==> src/sv/bads_pkg.sv <==
// shared types and constants for the battery arbitrage scheduler
package bads_pkg;

  localparam int MAX_SLOTS   = 48;
  localparam int MAX_LEVELS  = 64;
  localparam int VALUE_WIDTH = 48;
  localparam int PRICE_WIDTH = 16;
  localparam int SLOT_W      = 6;
  localparam int LEVEL_W     = 6;
  localparam int NCNT_W      = 7;

  localparam logic [2:0] REG_LEVELS = 3'd0;
  localparam logic [2:0] REG_UP     = 3'd1;
  localparam logic [2:0] REG_DOWN   = 3'd2;
  localparam logic [2:0] REG_ENDMIN = 3'd3;
  localparam logic [2:0] REG_START  = 3'd4;
  localparam logic [2:0] REG_BUY    = 3'd5;
  localparam logic [2:0] REG_SELL   = 3'd6;
  localparam logic [2:0] REG_WEAR   = 3'd7;

  localparam logic signed [VALUE_WIDTH-1:0] VMAX = {1'b0, {(VALUE_WIDTH-1){1'b1}}};
  localparam logic signed [VALUE_WIDTH-1:0] VMIN = {1'b1, {(VALUE_WIDTH-1){1'b0}}};

  typedef struct packed {
    logic signed [PRICE_WIDTH-1:0] price;
    logic                          last_slot;
  } in_item_t;

  typedef struct packed {
    logic [5:0]                     slot_index;
    logic [5:0]                     soc_level;
    logic [5:0]                     charge_levels;
    logic [5:0]                     discharge_levels;
    logic [21:0]                    buy_energy;
    logic [21:0]                    sell_energy;
    logic signed [47:0]             slot_gain;
    logic signed [47:0]             profit_so_far;
    logic                           held_no_path;
    logic                           last_result;
  } out_item_t;

  // saturating add of two value words
  function automatic logic signed [VALUE_WIDTH-1:0] sat_add(
    input logic signed [VALUE_WIDTH-1:0] a,
    input logic signed [VALUE_WIDTH-1:0] b);
    logic signed [VALUE_WIDTH:0] s;
    begin
      s = {a[VALUE_WIDTH-1], a} + {b[VALUE_WIDTH-1], b};
      if (s[VALUE_WIDTH] != s[VALUE_WIDTH-1])
        sat_add = s[VALUE_WIDTH] ? VMIN : VMAX;
      else
        sat_add = s[VALUE_WIDTH-1:0];
    end
  endfunction

endpackage

==> src/sv/bads_reward.sv <==
// reward of a move between two levels at one price, registered
module bads_reward import bads_pkg::*; (
  input  logic                          clk,
  input  logic [LEVEL_W-1:0]            from_lvl,
  input  logic [LEVEL_W-1:0]            to_lvl,
  input  logic signed [PRICE_WIDTH-1:0] price,
  input  logic [15:0]                   buy_pl,
  input  logic [15:0]                   sell_pl,
  input  logic [15:0]                   wear_pl,
  output logic [LEVEL_W-1:0]            chg,
  output logic [LEVEL_W-1:0]            dis,
  output logic [21:0]                   buy,
  output logic [21:0]                   sell,
  output logic signed [VALUE_WIDTH-1:0] reward
);

  logic [LEVEL_W-1:0]            chg_c, dis_c, chg_r, dis_r;
  logic [21:0]                   buy_r, sell_r, wear_r;
  logic signed [PRICE_WIDTH-1:0] price_r;
  logic signed [PRICE_WIDTH+23:0] prod;
  logic signed [VALUE_WIDTH-1:0] pv;

  always_comb begin
    chg_c = (to_lvl > from_lvl) ? to_lvl - from_lvl : '0;
    dis_c = (to_lvl < from_lvl) ? from_lvl - to_lvl : '0;
  end

  // stage one: energy amounts
  always_ff @(posedge clk) begin
    chg_r   <= chg_c;
    dis_r   <= dis_c;
    buy_r   <= 22'(chg_c) * 22'(buy_pl);
    sell_r  <= 22'(dis_c) * 22'(sell_pl);
    wear_r  <= 22'(7'(chg_c) + 7'(dis_c)) * 22'(wear_pl);
    price_r <= price;
  end

  // product fits 40 bits, no saturation needed at 48
  always_comb begin
    prod = price_r * $signed({2'b0, (sell_r != '0) ? sell_r : buy_r});
    if (buy_r != '0) prod = -prod;
    pv = VALUE_WIDTH'(prod);
  end

  always_ff @(posedge clk) begin
    chg    <= chg_r;
    dis    <= dis_r;
    buy    <= buy_r;
    sell   <= sell_r;
    reward <= sat_add(pv, -$signed({{(VALUE_WIDTH-22){1'b0}}, wear_r}));
  end

endmodule

==> config.mk <==
export PLATFORM = sky130hd
export DESIGN_NAME = bads_reward
export DESIGN_NICKNAME = d
export VERILOG_FILES = /design/src/sv/bads_pkg.sv /design/src/sv/bads_reward.sv
export SDC_FILE = /design/constraint.sdc
export NUM_CORES = 2
export LEC_CHECK = 0
export BUFFER_PORTS_ARGS = -buffer_cell sky130_fd_sc_hd__buf_2
export CAP_MARGIN = 0
export CORE_UTILIZATION = 30
export CTS_CLUSTER_DIAMETER = 50
export DETAILED_ROUTE_END_ITERATION = 8
export SETUP_SLACK_MARGIN = 0.1
export SYNTH_ARGS = -nofsm -noshare
export SYNTH_HDL_FRONTEND = slang
export SYNTH_SLANG_ARGS = --single-unit
==> constraint.sdc <==
create_clock -name clk -period 18.2 [get_ports clk]
set_input_delay 4.55 -clock clk [delete_from_list [all_inputs] [get_ports clk]]
set_output_delay 4.55 -clock clk [all_outputs]
set_load 0.1 [all_outputs]
# Word-level counts from Yosys, hierarchy flattened
# Index checks and enable logic that the tools add are counted.
dict set report classes {
  reduce_logical 2
  multipliers 4
  n_addsub 6
  n_eq_ne 1
  magnitude_cmp 2
  n_mux 6
}
# cell n
set ops {}
lappend ops {{$mux 48} 2}
lappend ops {{$add 40x48->49} 1}
lappend ops {{$neg 22->48} 1}
lappend ops {{$mul 6x16->22} 2}
lappend ops {{$reduce_bool 22->1} 2}
lappend ops {{$mux 40} 1}
lappend ops {{$neg 39->40} 1}
lappend ops {{$mul 16x23->39} 1}
lappend ops {{$mul 7x16->22} 1}
lappend ops {{$mux 22} 1}
lappend ops {{$mux 6} 2}
lappend ops {{$sub 6x6->6} 2}
lappend ops {{$add 6x6->7} 1}
lappend ops {{$gt 6x6->1} 1}
lappend ops {{$lt 6x6->1} 1}
lappend ops {{$ne 1x1->1} 1}
dict set report word_totals {
  word_cells 32
  output_inout_bits 104
  register_bits 198
  inputBits 77
}

# Longest topological paths before layout
dict set report depth {
  depth_word 8
  mapped_depth 48
  mapped_depth_nobuf 44
}

# Least setup slack after synthesis
# OpenSTA, ideal clock, no wires.
dict set report synth_path {
  path_kind {input to register}
  from {input from_lvl[2]}
  to {register wear_r[20]}
  setup_slack_ps 6177
  t_required_ps 18067
  cell_stages 38
  arrival_time_ps 11890
  setup_time_ps 133
  n_path_buf 3
  path_cell_list {inv_1 ha_1 clkbuf_1 a21o_1 a21oi_1 nor2b_1 o21ai_0 nand2b_1 buf_1 o21ai_0 nor2_1 clkbuf_1 ha_1 a21o_1 a21oi_1 o21bai_1 a21oi_1 xnor2_1 [2 not listed] fa_1 fa_1 inv_1 fa_1 ha_1 inv_1 o21bai_1 a21oi_1 o21bai_1 a21oi_1 o21bai_1 a21oi_1 nor2b_1 o211ai_1 nand2_1 a41oi_1 a221oi_1 xor2_1}
}
dict set report synth_between {
  elab_chain_len 4
  word_cells_on_any_way 8
  cone_classes {add/sub (3); mul (1); order compare (2); mux (2)}
}
# item line_no
set synth_rtl {}
lappend synth_rtl {{start, declared} bads_reward.sv:4} ;# input logic [LEVEL_W-1:0] from_lvl,
lappend synth_rtl {{$gt 6x6->1} bads_reward.sv:24} ;# chg_c = (to_lvl > from_lvl) ? to_lvl - from_lvl : '0;
lappend synth_rtl {{$mux 6} bads_reward.sv:24}
lappend synth_rtl {{named net chg_c[1]} bads_reward.sv:17} ;# logic [LEVEL_W-1:0] chg_c, dis_c, chg_r, dis_r;
lappend synth_rtl {{$add 6x6->7} bads_reward.sv:34} ;# wear_r <= 22'(7'(chg_c) + 7'(dis_c)) * 22'(wear_pl);
lappend synth_rtl {{$mul 7x16->22} bads_reward.sv:34}
lappend synth_rtl {{end signal, assigned} bads_reward.sv:34}
lappend synth_rtl {{end, declared} bads_reward.sv:18} ;# logic [21:0] buy_r, sell_r, wear_r;
# The timed path passes the listed nets, and every way through them passes these cells.

# Final worst setup path
dict set report layout_path {
  from {register sell_r[4]}
  to {register reward[27]}
}
dict set report layout_between {
  elab_chain_len 8
  word_cells_on_any_way 9
  cone_classes {add/sub (2); mul (1); eq/ne (1); mux (4); reduce/logical (1)}
}
# item line_no
set layout_rtl {}
lappend layout_rtl {{start, declared} bads_reward.sv:18}
lappend layout_rtl {{start signal, assigned} bads_reward.sv:33} ;# sell_r <= 22'(dis_c) * 22'(sell_pl);
lappend layout_rtl {{$reduce_bool 22->1} bads_reward.sv:40} ;# prod = price_r * $signed({2'b0, (sell_r != '0) ? sell_r : buy_r});
lappend layout_rtl {{$mux 22 *} bads_reward.sv:40}
lappend layout_rtl {{$mul 16x23->39 *} bads_reward.sv:40}
lappend layout_rtl {{$neg 39->40} bads_reward.sv:41} ;# if (buy_r != '0) prod = -prod;
lappend layout_rtl {{$mux 40 *} bads_reward.sv:41}
lappend layout_rtl {{$add 40x48->49 *} bads_pkg.sv:48} ;# s = {a[VALUE_WIDTH-1], a} + {b[VALUE_WIDTH-1], b};
lappend layout_rtl {{$mux 48 / $ne 1x1->1 (equally long branches)} {bads_pkg.sv:50, bads_pkg.sv:49}}
lappend layout_rtl {{$mux 48 *} bads_pkg.sv:49} ;# if (s[VALUE_WIDTH] != s[VALUE_WIDTH-1])
lappend layout_rtl {{end signal, assigned} bads_reward.sv:50} ;# reward <= sat_add(pv, -$signed({{(VALUE_WIDTH-22){1'b0}}, wear_r}));
lappend layout_rtl {{end, declared} bads_reward.sv:14} ;# output logic signed [VALUE_WIDTH-1:0] reward
# Mark *: on every way between the ends. The rest lies on a longest branch, timed or not.

==> impl_metrics.py <==
metrics = {
    "yosys": {
        "yosys-top-cells-area": "fa_1 31%, dfxtp_1 13%, ha_1 12%, inv_1 7.6%, nand2_1 6.1%",
        "ys_seq_area_share_pct": 13.2,
        "synth_area_sq_um": 30100,
        "synth_edf_count": 0,
        "async_flop_share_pct": 0,
        "yosys_warnings": 0,
        "synth_xor_area_share_pct": 5.59,
        "synth-seq-cells": 198,
        "ys.flop_type": "dfxtp_1",
        "syn_nets": 4280,
        "postSynthCellCount": 3441,
        "syn_avg_cell_area_sq_um": 8.74,
        "synth_cell_types": 91,
        "synth.area.mux_share_pct": 0.104,
        "synth_top_family_by_area": "adder cells",
        "synth_area_leader_cell": "fa_1",
        "synth-simple-area-share_pct": 17.0,
        "synth_top_area_share_pct": 30.9,
        "synth_adder_area_share_pct": 43.7,
        "synth-compound-area-share_pct": 11.0,
    },
    "floorplanning": {
        "fp.coreArea_sq_um": 98900,
        "initial_core_util_pct": 30.4,
        "die_w_um": 319,
        "die_h_um": 319,
        "io_pins": 181,
        "num_rows": 115,
        "dieArea_sq_um": 102000,
    },
    "hold_path": {
        "hold_path.class": "reg2reg",
        "hp-start": "chg_r[2]$_DFF_P_",
        "worstHoldEndpoint": "chg[2]$_DFF_P_",
        "hold_path_depth": 0,
    },
    "sta": {
        "rsz0062_at_grt": "no",
        "worstMarginPinSlew_ps": 1170,
        "fmax_mhz": 76.3,
        "setup_tns_ps": 0,
        "maxSlewHeadroom_pct": 21.6,
        "setup_viol": 0,
        "final.setup_skew_ps": 20.4,
        "period_share_pct": 72.0,
        "hold_viol": 0,
        "finalCriticalPeriod_ps": 13110,
        "drv_slew": 0,
    },
    "critical_path": {
        "max_stage_delay_ps": 980,
        "rrSetupSlack_ps": 5090,
        "crit_type": "reg2reg",
        "r2r-start": "sell_r[4]$_DFF_P_",
        "end_kind": "register",
        "crit_path_max_fanout": 33,
        "cp.required_ps": 18560,
        "worst_r2r_endpoint": "reward[27]$_DFF_P_",
        "slowest_stage": "nor2_4",
        "crit_path_start_kind": "register",
        "crit_top_cell": "fa_1",
        "arrival_ps": 13470,
        "reg2regPathDepth": 37,
    },
    "cells_and_area": {
        "layout_commonest_cell": "inv_1",
        "fin_nets": 4393,
        "syn_to_final_growth_pct": 9.60,
        "layout_common_cells": "612 x inv_1, 485 x nand2_1, 464 x fa_1, 298 x ha_1, 245 x and2_1",
        "final_layout_size_suffix_gt1_share_pct": 9.14,
    },
    "placement": {
        "port_buffers": 180,
        "place_congestion": 0.896,
        "hpwl_um": 66400,
    },
    "global_routing": {
        "grt_pass1_wl_um": 133000,
        "grt_use_total_pct": 16.6,
        "antenna_found_initial": 7,
        "grt-ovfl-total": 0,
        "grt_pass1_vias": 24400,
        "grt_max_degree": 34,
    },
    "clock_tree": {
        "insertion_delay_ps": 500,
        "cts_root_buffer": "clkbuf_16",
        "clk_pin_slew_worst_paths_ps": 90,
        "cts_resized": 0,
        "ctsLongestPathBuffers": 2,
        "cts_tree": "built",
        "cts.sinks": 198,
        "cts.hold.buffers_added": 0,
        "cts_htree_levels": 4,
        "cts_buffers": 17,
        "cts_setup_buffers": 0,
    },
    "routing": {
        "post_drt_via_cell_ratio": 4.81,
        "drt-total-wl_um": 81800,
        "drtPass1Iterations": 5,
        "final_antenna_net_count": 0,
        "via_count": 23300,
        "wl_per_cell_um": 16.9,
        "drc": 0,
        "drt_iter0_markers": 1265,
    },
    "job": {
        "max_cap_viol_count": 0,
    },
    "status": {
        "status": "completed",
    },
}
[cell usage after synthesis (6+ instances only)]
cell type  instances
a21oi_1          146
a21oi_2           33
inv_1            612
dfxtp_1          198
nor2b_1           22
nor4_1            18
a41oi_1            9
nor2_1           118
nor3_1            32
o211ai_1          11
nand4_1           12
or2_2             16
clkbuf_1          94
or3_1              8
and2_1           245
o21bai_1          35
ha_1             298
and4_1             7
buf_6              8
nand2_1          485
buf_2             11
o31ai_1           12
maj3_1            14
xnor2_1          139
and3_1            15
a21o_1            74
o21ai_0           62
o21a_1            17
xor2_1            50
o21ai_1            6
fa_1             464
nand3_1           37
or4_1              8
a31oi_1           11
nand2b_1          15
[cells by family after synthesis]
family	after synthesis
buffers and inverters	729
XOR/XNOR	190
adder cells (fa/ha/maj)	776
flip-flops	198
AND/OR/NAND/NOR	1059
multiplexers	3
AO/OA/AOI/OAI	486
[final cells by class]
| class | instances | area [sq um] |
|---|---|---|
| Sequential cell | 198 | 3960 |
| Clock buffer | 17 | 425 |
| Antenna cell | 1 | 2.50 |
| Fill cell | 10300 | 65900 |
| Clock inverter | 15 | 203 |
| Inverter | 613 | 2300 |
| Timing Repair Buffer | 210 | 1130 |
| Multi-Input combinational cell | 2514 | 23300 |
| Tap cell | 1287 | 1610 |
[state kept, by name, summed over array words and instances, names as in the netlist, 16 cells and up]
register	count
reward	48
buy	22
buy_r	22
sell	22
sell_r	22
wear_r	22
price_r	16
[worst max-delay path, delay by kind of cell (launching register included)]
kind,cells,cell delay (ps)
flip-flops,1,330
AND/OR/NAND/NOR,9,3220
AO/OA/AOI/OAI,16,4880
buffers and inverters,4,450
adder cells (fa/ha/maj),8,4080
[per-layer routing]
metal	part of all wire, %	track usage (%)	up-vias
li1	-	-	11100
met1	43	20.6	11600
met2	50	29.6	533
met3	4.4	2.29	101
met4	2.1	4.52	14
met5	0.11	0	-
[worst max-delay path by stage]
stage / slack [ps] / from / endpoint / depth (start not counted)
final: 5090 / sell_r[4]$_DFF_P_ / reward[27]$_DFF_P_ / 37
after global routing: 4240 / sell_r[4]$_DFF_P_ / reward[27]$_DFF_P_ / 39
after CTS: 5180 / sell_r[4]$_DFF_P_ / reward[27]$_DFF_P_ / 41
after detailed placement: 5240 / sell_r[4]$_DFF_P_ / reward[27]$_DFF_P_ / 41
after global placement: 5390 / sell_r[4]$_DFF_P_ / reward[27]$_DFF_P_ / 38
after floorplan: 6180 / from_lvl[2] / wear_r[20]$_DFF_P_ / 38
[through the flow]
stage	hold slack (ps)	util [%]	cell area [sq um]	instances	setup slack, ps
2_1_floorplan	310	-	30100	3441	6180
3_3_place_gp	312	32.7	32300	4822	5390
6_report	334	33.4	33000	4855	5090
4_1_cts	336	33.4	33000	4854	5180
3_5_place_dp	313	32.7	32300	4822	5240
5_1_grt	342	33.4	33000	4854	4240
Power is left out: the tool's default activity adds up to more than one toggle a clock period on the data nets, which glitch-free logic cannot reach.
