--- src/sv/bads_pkg.sv ---
// shared types and constants for the battery arbitrage scheduler
package bads_pkg;

  localparam int MAX_SLOTS   = 48;
  localparam int MAX_LEVELS  = 64;
  localparam int VALUE_WIDTH = 48;
  localparam int PRICE_WIDTH = 16;
  localparam int SLOT_W      = 6;
  localparam int LEVEL_W     = 6;
  localparam int NCNT_W      = 7;

  localparam logic [2:0] REG_LEVELS = 3'd0;
  localparam logic [2:0] REG_UP     = 3'd1;
  localparam logic [2:0] REG_DOWN   = 3'd2;
  localparam logic [2:0] REG_ENDMIN = 3'd3;
  localparam logic [2:0] REG_START  = 3'd4;
  localparam logic [2:0] REG_BUY    = 3'd5;
  localparam logic [2:0] REG_SELL   = 3'd6;
  localparam logic [2:0] REG_WEAR   = 3'd7;

  localparam logic signed [VALUE_WIDTH-1:0] VMAX = {1'b0, {(VALUE_WIDTH-1){1'b1}}};
  localparam logic signed [VALUE_WIDTH-1:0] VMIN = {1'b1, {(VALUE_WIDTH-1){1'b0}}};

  typedef struct packed {
    logic signed [PRICE_WIDTH-1:0] price;
    logic                          last_slot;
  } in_item_t;

  typedef struct packed {
    logic [5:0]                     slot_index;
    logic [5:0]                     soc_level;
    logic [5:0]                     charge_levels;
    logic [5:0]                     discharge_levels;
    logic [21:0]                    buy_energy;
    logic [21:0]                    sell_energy;
    logic signed [47:0]             slot_gain;
    logic signed [47:0]             profit_so_far;
    logic                           held_no_path;
    logic                           last_result;
  } out_item_t;

  // saturating add of two value words
  function automatic logic signed [VALUE_WIDTH-1:0] sat_add(
    input logic signed [VALUE_WIDTH-1:0] a,
    input logic signed [VALUE_WIDTH-1:0] b);
    logic signed [VALUE_WIDTH:0] s;
    begin
      s = {a[VALUE_WIDTH-1], a} + {b[VALUE_WIDTH-1], b};
      if (s[VALUE_WIDTH] != s[VALUE_WIDTH-1])
        sat_add = s[VALUE_WIDTH] ? VMIN : VMAX;
      else
        sat_add = s[VALUE_WIDTH-1:0];
    end
  endfunction

endpackage

--- src/sv/bads_cell.sv ---
// one level cell: holds a continuation value, scores a candidate per cycle
module bads_cell import bads_pkg::*; (
  input  logic                          clk,
  input  logic                          rst_n,
  input  logic                          load,        // load initial value
  input  logic signed [VALUE_WIDTH-1:0] load_val,
  input  logic                          load_feas,
  input  logic                          clr,         // start a new slot scan
  input  logic                          cand_en,     // candidate beat present
  input  logic signed [VALUE_WIDTH-1:0] cand_val,    // reward plus next value
  input  logic [LEVEL_W-1:0]            cand_lvl,
  input  logic                          commit,      // end of slot: best becomes value
  input  logic                          shift_en,    // pass value along the row
  input  logic signed [VALUE_WIDTH-1:0] shin_val,
  input  logic                          shin_feas,
  output logic signed [VALUE_WIDTH-1:0] val,
  output logic                          feas,
  output logic [LEVEL_W-1:0]            best_lvl,
  output logic                          found
);

  logic signed [VALUE_WIDTH-1:0] val_r, best_r;
  logic                          feas_r, found_r;
  logic [LEVEL_W-1:0]            bn_r;

  always_ff @(posedge clk) begin
    if (!rst_n) begin
      feas_r  <= 1'b0;
      found_r <= 1'b0;
    end else begin
      if (load) begin
        val_r  <= load_val;
        feas_r <= load_feas;
      end else if (commit) begin
        val_r  <= best_r;
        feas_r <= found_r;
      end else if (shift_en) begin
        val_r  <= shin_val;
        feas_r <= shin_feas;
      end
      if (clr) begin
        found_r <= 1'b0;
        best_r  <= '0;
        bn_r    <= '0;
      end else if (cand_en && (!found_r || cand_val > best_r)) begin
        found_r <= 1'b1;
        best_r  <= cand_val;
        bn_r    <= cand_lvl;
      end
    end
  end

  assign val      = val_r;
  assign feas     = feas_r;
  assign best_lvl = bn_r;
  assign found    = found_r;

endmodule

--- config.mk ---
export PLATFORM = sky130hd
export DESIGN_NAME = bads_cell
export DESIGN_NICKNAME = d
export VERILOG_FILES = /design/src/sv/bads_pkg.sv /design/src/sv/bads_cell.sv
export SDC_FILE = /design/constraint.sdc
export NUM_CORES = 1
export LEC_CHECK = 0
export ABC_AREA = 1
export ABC_CLOCK_PERIOD_IN_PS = 4900
export BUFFER_PORTS_ARGS = -buffer_cell sky130_fd_sc_hd__buf_2
export CORE_AREA = 2 2 143 145
export DETAILED_ROUTE_END_ITERATION = 10
export DIE_AREA = 0 0 145 147
export GPL_TIMING_DRIVEN = 0
export MAX_ROUTING_LAYER = met4
export PLACE_DENSITY = 0.63
export SETUP_SLACK_MARGIN = 0.5
export SLEW_MARGIN = 20
export SYNTH_ARGS = -nofsm -noshare
export SYNTH_HDL_FRONTEND = slang
export SYNTH_SLANG_ARGS = --single-unit
--- constraint.sdc ---
create_clock -name clk -period 4.9 [get_ports clk]
set_clock_uncertainty 0.15 [all_clocks]
set_input_delay 0.98 -clock clk [delete_from_list [all_inputs] [get_ports clk]]
set_output_delay 0.98 -clock clk [all_outputs]
set_load 0.02 [all_outputs]
# --- Yosys cells after proc, flatten, opt, wreduce, memory -nomap -nowiden ---
# Index checks and enable logic that the tools add are counted.
classes:
  add_sub_neg: 0
  multipliers: 0
  div: 0
  n_lt_le_gt_ge: 1
  n_eq_ne: 0
  shift: 0
  mux: 8
  n_bitwise: 1
  reduce_logical: 8
ops:
  columns: ["operator", "n"]
  rows:
  - ["$mux 48", 4]
  - ["$gt 48x48->1", 1]
  - ["$mux 6", 1]
  - ["$reduce_and 2->1", 2]
  - ["$mux 1", 3]
  - ["$reduce_bool 3->1", 1]
  - ["$reduce_bool 2->1", 1]
  - ["$reduce_or 2->1", 1]
  - ["$logic_and 1x1->1", 1]
  - ["$logic_not 1->1", 1]
  - ["$logic_or 1x1->1", 1]
  - ["$not 1->1", 1]
totals:
  register_bits: 104
  latch_bits: 0
  ram_bits: 0
  rom_bits: 0
  input_bits: 159
  output_inout_bits: 56
  word_cells: 23
  n_memories: 0

# --- Logic depth before layout (Yosys ltp) ---
# Gate-level depths: netlist (run 1).
depth:
  depth_word: 5
  ltp_mapped: 18

# --- Least setup slack after synthesis (run 1) ---
# Ideal clock, no wire load.
synth_timing:
  path_type: "in2reg"
  start: "input port cand_val[47]"
  end: "register bn_r[0], in the netlist best_lvl[0] (enable)"
  arrival_ps: 3649
  required_ps: 4319
  path_slack_ps: 670
  cell_stages: 11
  path_cell_list: "ha_1 > nand4_1 > nor2_1 > nand3_1 > nor2_2 > nand2_1 > nand4_1 > nand3_1 > nand2_1 > nand2_1 > a21oi_2"
synth_between:
  elab_chain_cells: 5
synth_rtl:
  columns: ["element", "line_no", "text"]
  rows:
  - ["start, declared", "bads_cell.sv:10", "input logic signed [VALUE_WIDTH-1:0] cand_val,"]
  - ["$gt 48x48->1", "bads_cell.sv:45", "end else if (cand_en && (!found_r || cand_val > best_r)) begin"]
  - ["$logic_or 1x1->1", "bads_cell.sv:45", null]
  - ["$logic_and 1x1->1", "bads_cell.sv:45", null]
  - ["$reduce_bool 2->1 (no line)", null, null]
  - ["$reduce_and 2->1 (no line)", null, null]
  - ["end signal, assigned", "bads_cell.sv:48", "bn_r <= cand_lvl;"]
  - ["end, declared", "bads_cell.sv:24", "logic [LEVEL_W-1:0] bn_r;"]
# No other way between the ends.
# A chain may end at the register's enable or synchronous reset.

# --- Worst setup path in the final report (run 1) ---
layout_timing:
  start: "input port cand_val[47]"
  end: "register best_r[46] (enable)"
layout_between:
  elab_chain_cells: 5
layout_rtl:
  columns: ["element", "line_no", "text"]
  rows:
  - ["$gt 48x48->1", "bads_cell.sv:45", null]
  - ["$logic_or 1x1->1", "bads_cell.sv:45", null]
  - ["$logic_and 1x1->1", "bads_cell.sv:45", null]
  - ["$reduce_bool 2->1 (no line)", null, null]
  - ["$reduce_and 2->1 (no line)", null, null]
  - ["end signal, assigned", "bads_cell.sv:47", "best_r <= cand_val;"]
  - ["end, declared", "bads_cell.sv:22", "logic signed [VALUE_WIDTH-1:0] val_r, best_r;"]
# No other way between the ends.

==> impl_metrics.tcl, run 1 <==
set metrics [dict create \
    run_status "finished clean" \
    number_of_slew_limit_violations_in_the_final_report 0 \
    worst_path_max_fanout 21 \
    detail_route.wirelength_mm 16.4 \
    multiInputGateArea_um2 2210 \
    yosys.area.top_type_share_pct 52.2 \
    synth.top_cells.by_count "nor2_1, a21oi_1, inv_1, nand2_1, edfxtp_1" \
    chipWidth_um 145 \
    avgViaCountPerCell 4.35 \
    port_buffers 212 \
    startpoint "cand_val[47]" \
    ys_seq_area_share_pct 52.9 \
    finalHoldViolations 0 \
    detailed_place.area_um2 7380 \
    drt_iter0_markers 217 \
    ys_ff_latch 104 \
    headroom_to_the_max_slew_limit_pct 50.9 \
    netlist.top_cell.by_area "edfxtp_1" \
    die_area_um2 21300 \
    synth.net_count 879 \
    cts.reportedPaths.clkPinSlew_ns 0.08 \
    yosysUniqueCellTypes 22 \
    hold_buffers 0 \
    start_util_pct 29.6 \
    drc 0 \
    worst-slew-pin-transition_ns 0.735 \
    dpl.hpwl_mm 12.9 \
    post-cts-setup-buffer-count 0 \
    ff_latch_area_um2 3100 \
    route.detailed.wl_per_inst_um 13.9 \
    totalPowerFinal_mw 2.29 \
    timing.hold.worst.class "register to register" \
    async_flop_share_pct 0 \
    post_cts_resized 0 \
    number_of_antenna_violations_at_the_first_check_in_global_routing 1 \
    tns_ns 0 \
    drt_pre_antenna_iters 4 \
    design.portCount 215 \
    htree_levels 3 \
    finish.net_count 1106 \
    tritoncts.num_buffers 9 \
    fin_cells 1175 \
    number_of_maximum_capacitance_violations 0 \
    vias_in_the_first_global_route 5132 \
    filler_cell_count 2089 \
    cp-start-kind "input pin" \
    root_buffer "clkbuf_16" \
    coreArea_um2 19800 \
    synth-edff-count 102 \
    synth_warnings 0 \
    cellLeakagePower_nw 3.77 \
    synthToLayoutAreaGrowth_pct 31.5 \
    period_share_pct 70.8 \
    tritoncts_num_sinks 104 \
    place_congestion 0.764 \
    fmax_ghz 0.288 \
    worstReg2RegStart "best_r[47]$_SDFFCE_PP0P_" \
    tritoncts "done" \
    largest_voltage_drop_on_the_vdd_net_uv 174 \
    timing.hold.worst.start "feas$_SDFFE_PN0N_" \
    postSynth.topFlopCell "edfxtp_1" \
    post-synth-top-count-cell "nor2_1" \
    vias 5106 \
    grt_start_max_net_pins 22 \
    timing_worst_setup_path_type "input pin to register" \
    detailroute.wirelength.met2_mm 7.94 \
    global_route.overflow_total 0 \
    synth.cell_area_um2 5870 \
    kind_of_capture_point_of_the_worst_setup_path "register" \
    ant_nets 0 \
    ctsLongestPathBuffers 2 \
    final-setup-viol-count 0 \
    placed_cells 1158 \
    power-per-cell-area_nw_per_um2 297 \
    worst_ep_required_time_ns 4.80 \
    floorplan.rows 52 \
    top_signal_layer_used "met4" \
    fin_area_um2 7720 \
    syn_avg_cell_area_um2 8.73 \
    fin_crit_ns 3.47 \
    critical_path_arrival_ns 3.36 \
    grt_setup_unrepaired "false" \
    global_route.usage.total_pct 16.1 \
    dieHeight_um 147 \
    wire_length_of_the_first_global_routing_pass_mm 26.1 \
    met3_wirelength_um 877 \
    clkLatencyLatePin_ns 0.35 \
    synth_area_leaders "edfxtp_1, ha_1, a21oi_1" \
    cells_after_synthesis 672 \
    route.layer.met1.wl_mm 7.22 \
    drive_gt1_share_pct 27.3 \
]
[worst paths after layout]
check	end	slack, ns	cells after the start
max	best_r[46]$_SDFFCE_PP0P_	1.43	13
min	feas$_SDFFE_PN0N_	0.39	2
max reg2reg	best_r[46]$_SDFFCE_PP0P_	1.78	13
min reg2reg	feas$_SDFFE_PN0N_	0.39	2
[sequential cells by signal (all words and copies together) (netlist names)]
signal	cells
found	1
best_r	48
best_lvl	6
val	48
feas	1
[cells in the final DEF (no fill, tap or decap), types with 2 or more instances in the layout]
cell type,n
buf_1,3
inv_2,6
clkbuf_1,19
edfxtp_1,102
dfxtp_1,2
nor3_1,2
bufinv_16,3
nand4_1,4
nor2_1,122
a21o_1,2
ha_1,48
buf_2,220
inv_1,115
nand3_1,7
nand2_1,112
a21oi_1,115
clkbuf_16,9
buf_16,3
[per-stage QoR]
stage	utilization (%)	worst slack (ns)	hold WS, ns
3_3_place_gp	36.6	-0.745	0.330
3_5_place_dp	37.2	1.00	0.374
2_1_floorplan	-	0.670	0.430
6_report	38.9	1.43	0.388
5_1_grt	38.9	1.20	0.440
4_1_cts	38.9	1.37	0.389
[where the power goes]
part | internal [mW] | total, mW | switching, mW | leakage, nW
Combinational | 0.159 | 0.401 | 0.243 | 2.59
Sequential | 1.05 | 1.06 | 0.0171 | 1.02
Clock | 0.500 | 0.829 | 0.328 | 0.161
[routing by layer]
| layer | vias to the layer above | GRT usage [%] |
|---|---|---|
| li1 | 2631 | - |
| met1 | 2310 | 20.3 |
| met2 | 145 | 26.3 |
| met3 | 20 | 2.83 |
| met4 | 0 | 5.79 |
| met5 | - | - |
[final cells by class]
class	instances	share of cell area, %
multi-input combinational	420	28.7
timing repair buffer	216	15.1
clock buffer	12	3.06
antenna	1	0.0324
inverter	121	5.89
tap	270	4.38
clock inverter	4	1.23
buffer	27	1.44
sequential	104	40.2
[critical path: stages]
cell and delay, ns:
buf_2 0.11, ha_1 0.36, a21oi_1 0.20, o21a_1 0.15, nand2_1 0.05, a21oi_1 0.24, nand3_1 0.11, nand2_1 0.06
nand3_1 0.07, nand2_1 0.06, nand2_1 0.07, a21oi_4 0.60, buf_12 0.26
[cell families after synthesis]
group / synth area share [%]
simple gates: 16.6
flops: 52.9
fa+ha+maj: 10.2
buf+inv: 9.64
compound gates: 10.7
No activity file was read; power rests on OpenSTA's default activity.
==> run 2, diff against run 1 <==
- ABC_CLOCK_PERIOD_IN_PS: 4900 -> 3100
- PLACE_DENSITY: 0.63 -> 0.65
- clock period: 4.9 -> 3.1 ns (I/O delays scaled with it)
==> impl_metrics.tcl, run 2 (synthesis results as in run 1) <==
set metrics [dict create \
    run_status "finished clean" \
    drt_pre_antenna_iters 4 \
    most_used_cells_in_the_layout_excluding_fill_and_tap_cells "buf_2, nor2_1, a21oi_1" \
    largest_voltage_drop_on_the_vdd_net_uv 242 \
    kind_of_capture_point_of_the_worst_setup_path "register" \
    layout_commonest_cell "buf_2" \
    avgViaCountPerCell 4.38 \
    grtUsageMet1_pct 19.3 \
    worst_ep_required_time_ns 3.02 \
    chipWidth_um 145 \
    final-setup-viol-count 0 \
    tritoncts "done" \
    timing.hold.worst.class "register to register" \
    headroom_to_the_max_slew_limit_pct 49.6 \
    cp_common_cell "nand2_1" \
    timing_worst_setup_path_type "register to register" \
    drive_gt1_share_pct 31.5 \
    floorplan.rows 52 \
    grt_setup_unrepaired "true" \
    detail_route.wirelength_mm 17.5 \
    cellLeakagePower_nw 3.92 \
    vias_in_the_first_global_route 5337 \
    worstReg2RegStart "best_r[7]$_SDFFCE_PP0P_" \
    hold_buffers 0 \
    cts.reportedPaths.clkPinSlew_ns 0.07 \
    ctsLongestPathBuffers 2 \
    critical_path.cell_chain "inv_1 -> ha_1 -> a21o_1 -> nor2_1 -> nand2_1 -> nand2_1 -> nand2_1 -> nand2_1 -> nand3_1 -> nand2_1 -> nand3_2 -> nand2_1 -> nand2_2 -> a21oi_4 -> buf_6 -> buf_12 -> buf_16" \
    cell_family_with_most_cp_delay "simple AND/OR/NAND/NOR gates" \
    critical_path_arrival_ns 2.57 \
    cp-start-kind "register" \
    critical_path_buf_inv_count 4 \
    global_route.overflow_total 0 \
    finish.net_count 1125 \
    timing.hold.worst.start "feas$_SDFFE_PN0N_" \
    startpoint "best_r[7]$_SDFFCE_PP0P_" \
    power-per-cell-area_nw_per_um2 449 \
    grt_busiest_layer "met2" \
    crit_path_top_delay_cell "edfxtp_1" \
    clkLatencyLatePin_ns 0.36 \
    dpl.hpwl_mm 13.1 \
    htree_levels 3 \
    fin_crit_ns 2.65 \
    coreArea_um2 19800 \
    synthToLayoutAreaGrowth_pct 39.1 \
    vias 5244 \
    wire_length_of_the_first_global_routing_pass_mm 26.9 \
    worst_path_max_fanout 5 \
    start_util_pct 29.6 \
    worst-slew-pin-transition_ns 0.756 \
    port_buffers 212 \
    drc 0 \
    dieHeight_um 147 \
    global_route.usage.met3_pct 2.83 \
    design.portCount 215 \
    die_area_um2 21300 \
    fin_cells 1198 \
    finalHoldViolations 0 \
    number_of_slew_limit_violations_in_the_final_report 0 \
    crit_path_max_incr_delay_ns 0.40 \
    route.detailed.wl_per_inst_um 14.6 \
    grt_start_max_net_pins 22 \
    drt_iter0_markers 229 \
    ant_nets 0 \
    filler_cell_count 1974 \
    tns_ns 0 \
    global_route.usage.total_pct 16.7 \
    grtUsageMet2_pct 29.1 \
    number_of_maximum_capacitance_violations 0 \
    period_share_pct 85.4 \
    place_congestion 0.802 \
    root_buffer "clkbuf_16" \
    worst_hold_slack_ns 0.370 \
    placed_cells 1158 \
    fmax_ghz 0.378 \
    tritoncts_num_sinks 104 \
    tritoncts.num_buffers 9 \
    number_of_antenna_violations_at_the_first_check_in_global_routing 5 \
]
run 2: cell types whose count changed in the layout (fill, tap and decap cells not counted), sizes merged:
cell,change
buf,+18
bufinv,-1
diode,+4
clkinv,+1
inv,+1
run 2: area by class of cell:
type / instances / area [µm²] / share of cell area (%)
clock inverter: 5 / 78.8 / 0.966
multi-input combinational: 420 / 2390 / 29.3
sequential: 104 / 3100 / 38.0
timing repair buffer: 235 / 1430 / 17.5
inverter: 121 / 454 / 5.56
tap: 270 / 338 / 4.14
clock buffer: 11 / 243 / 2.97
antenna: 5 / 12.5 / 0.153
buffer: 27 / 111 / 1.36
run 2: layer usage:
metal / vias up / wire length [µm]
li1: 2682 / -
met1: 2404 / 7380
met2: 137 / 8900
met3: 21 / 770
met4: 0 / 410
met5: - / 0
run 2: tightest hold or removal path, cell delays in order (launching register included):
cell and delay (ns):
dfxtp_1 0.33, a21oi_1 0.06, nor2_1 0.09
run 2: timing repair:
item                       in CTS  in global routing
buffers inserted               13                  2
gates cloned                    3                  1
setup endpoints to repair      54                 54
resized for setup              17                  2
pin swaps                       7                  0
run 2: final timing paths:
check	end	slack (ns)	cells past startpoint
max	best_r[47]$_SDFFCE_PP0P_	0.45	17
min	feas$_SDFFE_PN0N_	0.37	2
max reg2reg	best_r[47]$_SDFFCE_PP0P_	0.45	17
min reg2reg	feas$_SDFFE_PN0N_	0.37	2
run 2: where the power goes:
group          internal [mW]  total (mW)  leakage (nW)  switching [mW]
logic                  0.304       0.714          2.74           0.410
registers               1.65        1.68          1.02          0.0297
clock network          0.732        1.27         0.160           0.534
run 2: stage by stage:
step                      power (mW)  area [µm²]  setup WS [ns]  util, %
final                           3.66        8160          0.452     41.1
after global routing            3.84        8160          0.281     41.1
after CTS                       3.70        8100          0.472     40.8
after detailed placement        2.37        7500         -0.360     37.8
after global placement          2.34        7390          -1.08     37.2
after floorplan                 2.08        5990        -0.0625        -
